--- src/sv/teq_pkg.sv ---
// ----------------------------------------------------------------------------
// Timer expiry queue package
// Shared types and constants for the timer expiry queue cell chain.
// ----------------------------------------------------------------------------
`default_nettype none
package teq_pkg;
    localparam int unsigned DEPTH_DEF = 16;
    localparam int unsigned TIME_W = 63;
    localparam int unsigned IVL_W = 48;
    localparam int unsigned ID_W = 32;
    localparam int unsigned CNT_W = 5;
    localparam logic [TIME_W-1:0] TIME_MAX = {TIME_W{1'b1}};

    typedef enum logic [1:0] {
        FUNC_INSERT   = 2'd0,
        FUNC_CANCEL   = 2'd1,
        FUNC_DISPATCH = 2'd2,
        FUNC_NONE     = 2'd3
    } func_t;

    typedef enum logic [1:0] {
        ST_OK        = 2'd0,
        ST_FULL      = 2'd1,
        ST_NOT_FOUND = 2'd2
    } status_t;

    typedef enum logic [2:0] {
        CMD_HOLD,
        CMD_INSERT,
        CMD_CANCEL,
        CMD_POP,
        CMD_COMPACT
    } cmd_t;

    typedef enum logic [2:0] {
        S_IDLE,
        S_CLEAN,
        S_DISP,
        S_FIRE,
        S_COMPACT,
        S_REPLY
    } state_t;

    typedef struct packed {
        logic [TIME_W-1:0] expiry;
        logic [IVL_W-1:0]  interval;
        logic [ID_W-1:0]   id;
        logic              pending;
    } entry_t;

    // Command broadcast from the controller to every cell.
    typedef struct packed {
        cmd_t              cmd;
        entry_t            ins;
        logic [ID_W-1:0]   cancel_id;
    } bus_t;
endpackage
`default_nettype wire

--- src/sv/teq_cell.sv ---
// ----------------------------------------------------------------------------
// Timer expiry queue cell
// One slot of the sorted chain; shifts towards either neighbour on command.
// ----------------------------------------------------------------------------
`default_nettype none
module teq_cell (
    input  wire logic            aclk,
    input  wire logic            aresetn,
    input  wire teq_pkg::bus_t   bus,
    input  wire logic            used,       // this slot is below occupancy
    input  wire logic            prev_used,
    input  wire teq_pkg::entry_t prev_entry,
    input  wire logic            prev_after, // previous slot sorts after new entry
    input  wire logic            prev_hit,   // a cancel matched at a lower slot
    input  wire teq_pkg::entry_t next_entry,
    output teq_pkg::entry_t      entry,
    output logic                 after,
    output logic                 hit_out
);
    teq_pkg::entry_t entry_reg, entry_next;
    logic            hit;

    assign entry = entry_reg;
    assign after = used && ((entry_reg.expiry > bus.ins.expiry) ||
                   (entry_reg.expiry == bus.ins.expiry && entry_reg.id > bus.ins.id));
    assign hit   = used && entry_reg.pending && entry_reg.id == bus.cancel_id;
    assign hit_out  = prev_hit | hit;

    always_comb begin
        entry_next = entry_reg;
        unique case (bus.cmd)
            teq_pkg::CMD_INSERT: begin
                if (after) entry_next = prev_after ? prev_entry : bus.ins;
                else if (!used && !(prev_used && prev_after) && prev_used)
                    entry_next = bus.ins;
                else if (!used && prev_used && prev_after) entry_next = prev_entry;
            end
            teq_pkg::CMD_CANCEL: if (hit && !prev_hit) entry_next.pending = 1'b0;
            teq_pkg::CMD_POP: begin
                entry_next = next_entry;
                if (!used) entry_next.pending = 1'b0;
            end
            default: ;
        endcase
        if (!used && bus.cmd != teq_pkg::CMD_INSERT) entry_next.pending = 1'b0;
    end

    always_ff @(posedge aclk) begin
        if (!aresetn) entry_reg <= '0;
        else entry_reg <= entry_next;
    end
endmodule
`default_nettype wire

--- config.mk ---
export PLATFORM = sky130hd
export DESIGN_NAME = teq_cell
export DESIGN_NICKNAME = d
export VERILOG_FILES = /design/src/sv/teq_pkg.sv /design/src/sv/teq_cell.sv
export SDC_FILE = /design/constraint.sdc
export NUM_CORES = 1
export LEC_CHECK = 0
export BUFFER_PORTS_ARGS = -buffer_cell sky130_fd_sc_hd__buf_2
export CORE_AREA = 2 2 241 243
export CTS_CLUSTER_SIZE = 10
export DETAILED_ROUTE_END_ITERATION = 10
export DIE_AREA = 0 0 243 245
export GPL_TIMING_DRIVEN = 0
export MAX_ROUTING_LAYER = met4
export SKIP_CTS_REPAIR_TIMING = 1
export SLEW_MARGIN = 20
export SYNTH_ARGS = -nofsm -noshare
export SYNTH_HDL_FRONTEND = slang
export SYNTH_SLANG_ARGS = --single-unit
export TNS_END_PERCENT = 30
--- constraint.sdc ---
create_clock -name aclk -period 4.67 [get_ports aclk]
set_clock_uncertainty 0.15 [all_clocks]
set_input_delay 0.7005 -clock aclk [delete_from_list [all_inputs] [get_ports aclk]]
set_output_delay 0.7005 -clock aclk [all_outputs]
set_load 0.02 [all_outputs]
# Word level (Yosys, flattened, before mapping)
# Cells that the tools add are included.
word_totals:
  regBits: 144
  latchBits: 0
  ramBits: 0
  romBits: 0
  inputBits: 473
  output_inout_bits: 146
  wordCells: 44
  memories: 0
classes:
  add_sub_neg: 0
  mul: 0
  div_mod_pow: 0
  magnitude_cmp: 2
  eq_ne: 8
  shifts: 0
  muxes: 8
  bitwise: 2
  n_reduce_logical: 20
ops:
  columns: ["cell", "n"]
  rows:
  - ["$mux 144", 4]
  - ["$pmux 143 s2", 1]
  - ["$eq 63x63->1", 1]
  - ["$gt 63x63->1", 1]
  - ["$eq 32x32->1", 1]
  - ["$gt 32x32->1", 1]
  - ["$logic_and 1x1->1", 11]
  - ["$eq 3x2->1 const B", 2]
  - ["$ne 4x4->1 const B", 1]
  - ["$eq 3x1->1 const B", 1]
  - ["$logic_not 1->1", 3]
  - ["$ne 3x1->1 const B", 1]
  - ["$pmux 1 s3", 1]
  - ["$reduce_and 3->1", 1]
  - ["$reduce_bool 3->1", 1]
  - ["$mux 1", 2]
  - ["$ne 2x2->1 const B", 1]
  - ["$reduce_and 2->1", 1]
  - ["$reduce_bool 2->1", 1]
  - ["$reduce_or 2->1", 1]
  - ["$logic_or 1x1->1", 1]
  - ["$not 1->1", 1]
  - ["$or 1x1->1", 1]

# Longest topological paths before layout
# Gate-level depths: netlist (run 1).
logic_depth:
  depth_word: 7
  mapped_depth: 13

# Worst setup path before layout (run 1)
# OpenSTA, ideal clock, no wires.
synth_path:
  kind: "input -> register"
  startpoint: "input bus[125] in the netlist's numbering"
  endpoint: "register entry_reg (netlist bit entry[117])"
  setup_ps: 66
  arrival_ps: 3208
  t_required_ps: 4454
  path_slack_ps: 1246
  cell_stages: 13
  path_cell_list: "inv_1 -> ha_1 -> a211oi_1 -> nor2_1 -> a2111oi_4 -> a2111oi_4 -> o41ai_2 -> a211oi_2 -> buf_6 -> buf_12 -> mux2i_1 -> a221o_1 -> a21boi_2"
synth_between:
  elab_chain_len: 6
  word_cells_on_any_way: 9
synth_lines:
  columns: ["element", "line", "source"]
  rows:
  - ["from (decl)", "teq_cell.sv:9", "input wire teq_pkg::bus_t bus,"]
  - ["branches (longest 2 deep; another with $gt 63x63->1)", null, null]
  - ["$logic_or 1x1->1 *", "teq_cell.sv:24", "assign after = used && ((entry_reg.expiry > bus.ins.expiry) ||"]
  - ["$logic_and 1x1->1 *", "teq_cell.sv:24", null]
  - ["$ne 4x4->1 (no line) / $mux 144 (equally long branches)", null, null]
  - ["$reduce_and 2->1 (no line) / $pmux 143 s2 (equally long branches)", null, null]
  - ["to (signal assigned)", "teq_cell.sv:50", "else entry_reg <= entry_next;"]
  - ["to (decl)", "teq_cell.sv:20", "teq_pkg::entry_t entry_reg, entry_next;"]
# Mark *: on every way between the ends.
# A chain may end at the register's enable or synchronous reset.

# Worst setup path after layout (run 1)
layout_path:
  startpoint: "register entry_reg (netlist bit entry[31])"
  endpoint: "register entry_reg (netlist bit entry[98])"
layout_between:
  elab_chain_len: 6
  word_cells_on_any_way: 8
layout_lines:
  columns: ["element", "line", "source"]
  rows:
  - ["$gt 32x32->1 *", "teq_cell.sv:25", "(entry_reg.expiry == bus.ins.expiry && entry_reg.id > bus.ins.id));"]
  - ["$logic_and 1x1->1 *", "teq_cell.sv:25", null]
  - ["$logic_or 1x1->1 *", "teq_cell.sv:24", null]
  - ["$logic_and 1x1->1 *", "teq_cell.sv:24", null]
  - ["$ne 4x4->1 (no line) / $mux 144 (equally long branches)", null, null]
  - ["$reduce_and 2->1 (no line) / $pmux 143 s2 (equally long branches)", null, null]
# Every way passes the cells marked *; elsewhere a longest branch is shown, timed or not.

==> results.json, run 1 <==
{
  "first_global_vias": 12096,
  "rsz0062_at_grt": "false",
  "ys_warn_count": 0,
  "largest_reg_flops": 144,
  "synth_compound_area_share_pct": 34.91,
  "antenna_found_initial": 7,
  "core_um2": 57030,
  "cp_max_fo": 10,
  "synth-adder-area-share_pct": 11.35,
  "drc": 0,
  "drv_cap": 0,
  "final_max_slew_viol_count": 0,
  "cts_tree": "built",
  "async_flop_share_pct": 0,
  "via_count": 12486,
  "synth_xor_area_share_pct": 2.676,
  "r2r_start": "entry[31]$_SDFFE_PN0P_",
  "ir_drop_mv": 0.2854,
  "grt_pass1_wl_mm": 82.24,
  "setup_violations": 0,
  "crit_type": "reg2reg",
  "synth_edf_count": 0,
  "synthMuxAreaShare_pct": 5.076,
  "dpl_cell_area_um2": 14510,
  "rrSetupSlack_ns": 0.30,
  "hold_depth": 2,
  "max_freq_mhz": 228.6,
  "wl_per_cell_um": 22.83,
  "r2r_cells": 12,
  "setup_tns_ns": 0,
  "worstHoldStart": "entry[133]$_SDFFE_PN0P_",
  "avgViaCountPerCell": 4.778,
  "clockRootBuffer": "clkbuf_16",
  "drive_above_1_share_pct": 39.42,
  "drt_iter0_drc": 851,
  "synth.top_cell.area_share_pct": 27.52,
  "cts.sinks": 144,
  "synth_top_family_by_area": "compound AO/OA/AOI/OAI gates",
  "synth_area_um2": 10480,
  "yosys.area_share.simple_pct": 8.994,
  "overflow": 0,
  "die_w_um": 243,
  "hpwl_mm": 48.48,
  "timing.rr.end": "entry[98]$_SDFFE_PN0P_",
  "syn_nets": 1760,
  "p_total_mw": 4.043,
  "wl_mm": 59.66,
  "synth_seq_cells": 144,
  "outcome": "finished clean",
  "min_to": "entry[133]$_SDFFE_PN0P_",
  "critPathCaptureType": "flop",
  "h-tree-depth": 4,
  "synth_largest_area_cell": "dfxtp_1",
  "slew_headroom_pct": 39.67,
  "cts_buffers": 17,
  "grtUsageTotal_pct": 19.84,
  "final_area_um2": 15220,
  "synthTopCellsByCount": "144 x dfxtp_1, 135 x inv_1, 95 x ha_1",
  "post-route-worst-setup-slack_ns": 0.2951,
  "dr.pass1.iters": 6,
  "final_antenna_net_count": 0,
  "synthTopCellsByArea": "dfxtp_1 28%, ha_1 11%, a32oi_1 7.6%, a21boi_1 6.7%, a22oi_1 6.5%",
  "clockBufferDepth": 2,
  "die_area_um2": 59540,
  "crit_path_start_kind": "flop",
  "clk_pin_slew_ns": 0.08,
  "synth-main-ff-cell": "dfxtp_1",
  "max_slew.worst_pin.slew_ns": 0.9050,
  "leakagePower_nw": 7.242,
  "gp_congestion": 0.9312,
  "min_period_ns": 4.375,
  "synth_cells": 1192,
  "start_util_pct": 18.37,
  "grt_max_degree": 17,
  "ios": 619,
  "hold_viol": 0,
  "cp-startpoint": "entry[31]$_SDFFE_PN0P_",
  "ys_seq_area_share_pct": 27.52,
  "insertion_delay_ns": 0.49,
  "hold_path.class": "reg2reg",
  "fin_nets": 2394,
  "arrival_ns": 4.60,
  "ys_types": 56,
  "die_h_um": 245,
  "area_growth_pct": 45.32,
  "dp_slack_ns": -0.5881,
  "yosys.cell_count.top_type": "dfxtp_1",
  "min_period_over_period_pct": 93.68,
  "rows": 88,
  "crit_required_ns": 4.89,
  "pwr_density_cell_nw_per_um2": 265.6,
  "io_buffers": 615,
  "syn_area_per_cell_um2": 8.788
}
area by class of cell:
class,instances,area [um2]
fill,6445,41810
multi-input combinational,816,6606
timing repair buffer,615,3078
sequential,144,2883
tap,765,957.2
inverter,135,506.7
buffer,97,493.0
clock buffer,19,442.9
clock inverter,13,232.7
antenna,9,22.52
per-layer routing:
metal  vias up  routed length [um]  track usage [%]  part of all wire [%]
met3        86                3860            4.220                   6.5
met5         -                   0                -                     0
met1      5998               26290            24.94                    44
met4         0                1889            7.759                   3.2
li1       5845                   -                -                     -
met2       557               27620            31.06                    46
critical path, cell delays in order, from the launching register on:
cell and delay [ns]:
dfxtp_1 0.45, ha_1 0.39, nand4_1 0.20, nor4_2 0.54, nand2_1 0.28, nor4_1 0.44, a31o_1 0.32, a21oi_2 0.13
a21oi_4 0.26, clkbuf_1 0.49, buf_2 0.36, a221o_1 0.19, a21boi_2 0.06
per-stage QoR:
step	util, %	hold slack, ns	std cells
after global placement	25.44	0.3162	2572
after CTS	26.63	0.2908	2604
final	26.69	0.3248	2613
after floorplan	-	0.3966	1192
after global routing	26.68	0.3304	2610
after detailed placement	25.45	0.3178	2572
cells in the final DEF (no fill, tap or decap), types with 21 or more instances in the layout:
| cell type | count |
|---|---|
| a22oi_1 | 91 |
| nand3_1 | 34 |
| buf_2 | 640 |
| a221o_1 | 33 |
| ha_1 | 95 |
| nand4_1 | 22 |
| mux2i_1 | 52 |
| o211ai_1 | 22 |
| or3_1 | 21 |
| xor2_1 | 31 |
| clkbuf_1 | 59 |
| a21boi_1 | 94 |
| o21ai_0 | 32 |
| a21oi_1 | 36 |
| a21boi_2 | 28 |
| dfxtp_1 | 144 |
| nand2_1 | 53 |
| inv_1 | 135 |
| a32oi_1 | 91 |
report_power, final:
part,internal (mW),total [mW],leakage (nW),switching (mW)
clock network,1.02,1.68,0.328,0.660
logic,0.410,1.00,5.74,0.592
registers,1.30,1.36,1.17,0.0672
worst max-delay path by stage:
stage,depth (start not counted),slack (ns),end
after floorplan,13,1.25,entry[117]$_SDFFE_PN0P_
after global placement,13,-0.60,entry[30]$_SDFFE_PN0P_
after detailed placement,13,-0.59,entry[30]$_SDFFE_PN0P_
after CTS,11,-0.23,entry[30]$_SDFFE_PN0P_
after global routing,11,0.0007,entry[137]$_SDFFE_PN0P_
final,12,0.30,entry[98]$_SDFFE_PN0P_
cell families (layout without fill, tap and decap cells):
kind of cell,after synthesis,in the layout
other cells,0,9
flops,144,144
buf+inv,232,879
compound gates,460,460
fa+ha+maj,95,95
simple gates,176,176
mux,53,53
xor+xnor,32,32
(Power assumes the default switching activity.)
==> inputs of run 2 (changes only) <==
PLACE_DENSITY_LB_ADDON = 0.3   (was default)
SLEW_MARGIN = 25   (was 20)
==> run 2 against run 1 <==
Net effect: power decreased by 6.6%; hold slack improved by 0.0068 ns; maximum frequency increased by 0.63%; routed wire length is 1.4% lower; sequential power is essentially flat; combinational power barely moved; cell count did not move; cell area fell by 0.68%; sequential cell count unchanged; largest cell class unchanged.
==> results.json, run 2 (same netlist as run 1, synthesis figures left out) <==
{
  "wl_mm": 58.84,
  "final_cell_mix": "640 x buf_2, 144 x dfxtp_1, 135 x inv_1",
  "hold_viol": 0,
  "ir_drop_mv": 0.2845,
  "grt-busiest-layer": "met2",
  "gp_congestion": 0.9440,
  "slew_headroom_pct": 37.66,
  "setup_violations": 0,
  "max_freq_mhz": 230.0,
  "met1_usage_pct": 23.79,
  "cts_buffers": 17,
  "critPathCaptureType": "primary output",
  "overflow": 0,
  "grt_max_degree": 17,
  "io_buffers": 615,
  "crit_type": "in2out",
  "dp_slack_ns": -0.5955,
  "cts_tree": "built",
  "rows": 88,
  "setup_tns_ns": 0,
  "min_period_over_period_pct": 93.09,
  "cts.sinks": 144,
  "clk_pin_slew_ns": 0.06,
  "ios": 619,
  "core_um2": 57030,
  "max_slew.worst_pin.slew_ns": 0.9352,
  "grt_pass1_wl_mm": 83.14,
  "h-tree-depth": 4,
  "crit_required_ns": 3.82,
  "rsz0062_at_grt": "false",
  "clockRootBuffer": "clkbuf_16",
  "hpwl_mm": 48.17,
  "leakagePower_nw": 7.186,
  "antenna_found_initial": 13,
  "final_max_slew_viol_count": 0,
  "final_antenna_net_count": 0,
  "drive_above_1_share_pct": 39.26,
  "min_period_ns": 4.347,
  "drt_iter0_drc": 694,
  "start_util_pct": 18.37,
  "crit_path_start_kind": "primary input",
  "area_growth_pct": 44.33,
  "pwr_density_cell_nw_per_um2": 249.8,
  "first_global_vias": 12409,
  "dpl_cell_area_um2": 14520,
  "final_common_cell": "buf_2",
  "avgViaCountPerCell": 4.764,
  "outcome": "finished clean",
  "die_area_um2": 59540,
  "post-route-worst-setup-slack_ns": 0.3226,
  "hold_path.class": "reg2reg",
  "arrival_ns": 3.50,
  "grt_util_met2_pct": 32.53,
  "insertion_delay_ns": 0.49,
  "die_w_um": 243,
  "die_h_um": 245,
  "cp_max_fo": 4,
  "drc": 0,
  "grt_util_met3_pct": 3.892,
  "wl_per_cell_um": 22.52,
  "final_util_pct": 26.51,
  "final_area_um2": 15120,
  "drv_cap": 0,
  "via_count": 12448,
  "largest_reg_flops": 144,
  "grtUsageTotal_pct": 19.68,
  "dr.pass1.iters": 5,
  "fin_nets": 2394,
  "clockBufferDepth": 2
}
-- run 2: cell types whose count changed in the layout (fill, tap and decap cells not counted), sizes merged --
cell / before / now
clkinv: 4 / 6
inv: 137 / 135
bufinv: 6 / 2
clkbuf: 82 / 85
clkinvlp: 1 / 2
-- run 2: report_power, final --
part           switching, mW  internal [mW]  leakage, nW
Sequential            0.0618           1.30         1.17
Clock                  0.624          0.796        0.274
Combinational          0.588          0.411         5.74
-- run 2: layout make-up --
type | count | area [um2]
clock buffer | 22 | 454.2
clock inverter | 10 | 112.6
inverter | 135 | 506.7
sequential | 144 | 2883
tap | 765 | 957.2
multi-input combinational | 816 | 6613
timing repair buffer | 615 | 3078
fill | 6418 | 41920
antenna | 9 | 22.52
buffer | 97 | 491.7
-- run 2: path summary, 6_finish.rpt --
| kind | start | endpoint | slack, ns | depth (start not counted) |
|---|---|---|---|---|
| max | bus[171] | after | 0.32 | 12 |
| min | entry[113]$_SDFFE_PN0P_ | entry[113]$_SDFFE_PN0P_ | 0.33 | 2 |
| max reg2reg | entry[139]$_SDFFE_PN0P_ | entry[96]$_SDFFE_PN0P_ | 0.34 | 12 |
| min reg2reg | entry[113]$_SDFFE_PN0P_ | entry[113]$_SDFFE_PN0P_ | 0.33 | 2 |
-- run 2: stage by stage --
stage                     hold WS (ns)  instances  power, mW
after CTS                       0.3177       2604      3.827
after floorplan                 0.3966       1192      1.873
final                           0.3316       2613      3.777
after detailed placement        0.3210       2572      2.386
after global placement          0.3157       2572      2.379
after global routing            0.3363       2613      3.957
-- run 2: layer usage --
metal | wire (um) | share of wire (%)
met1 | 25310 | 43
met2 | 28780 | 49
met4 | 1310 | 2.2
met5 | 0 | 0
met3 | 3442 | 5.8
-- run 2: worst max-delay path, cell delays in order --
cell and delay [ns]:
buf_2 0.09, inv_1 0.04, ha_1 0.31, nand4_1 0.25
nor4_4 0.66, nand2_2 0.20, o22ai_1 0.48, nor2_1 0.07
a21boi_0 0.27, inv_1 0.07, nor2_1 0.11, buf_2 0.23
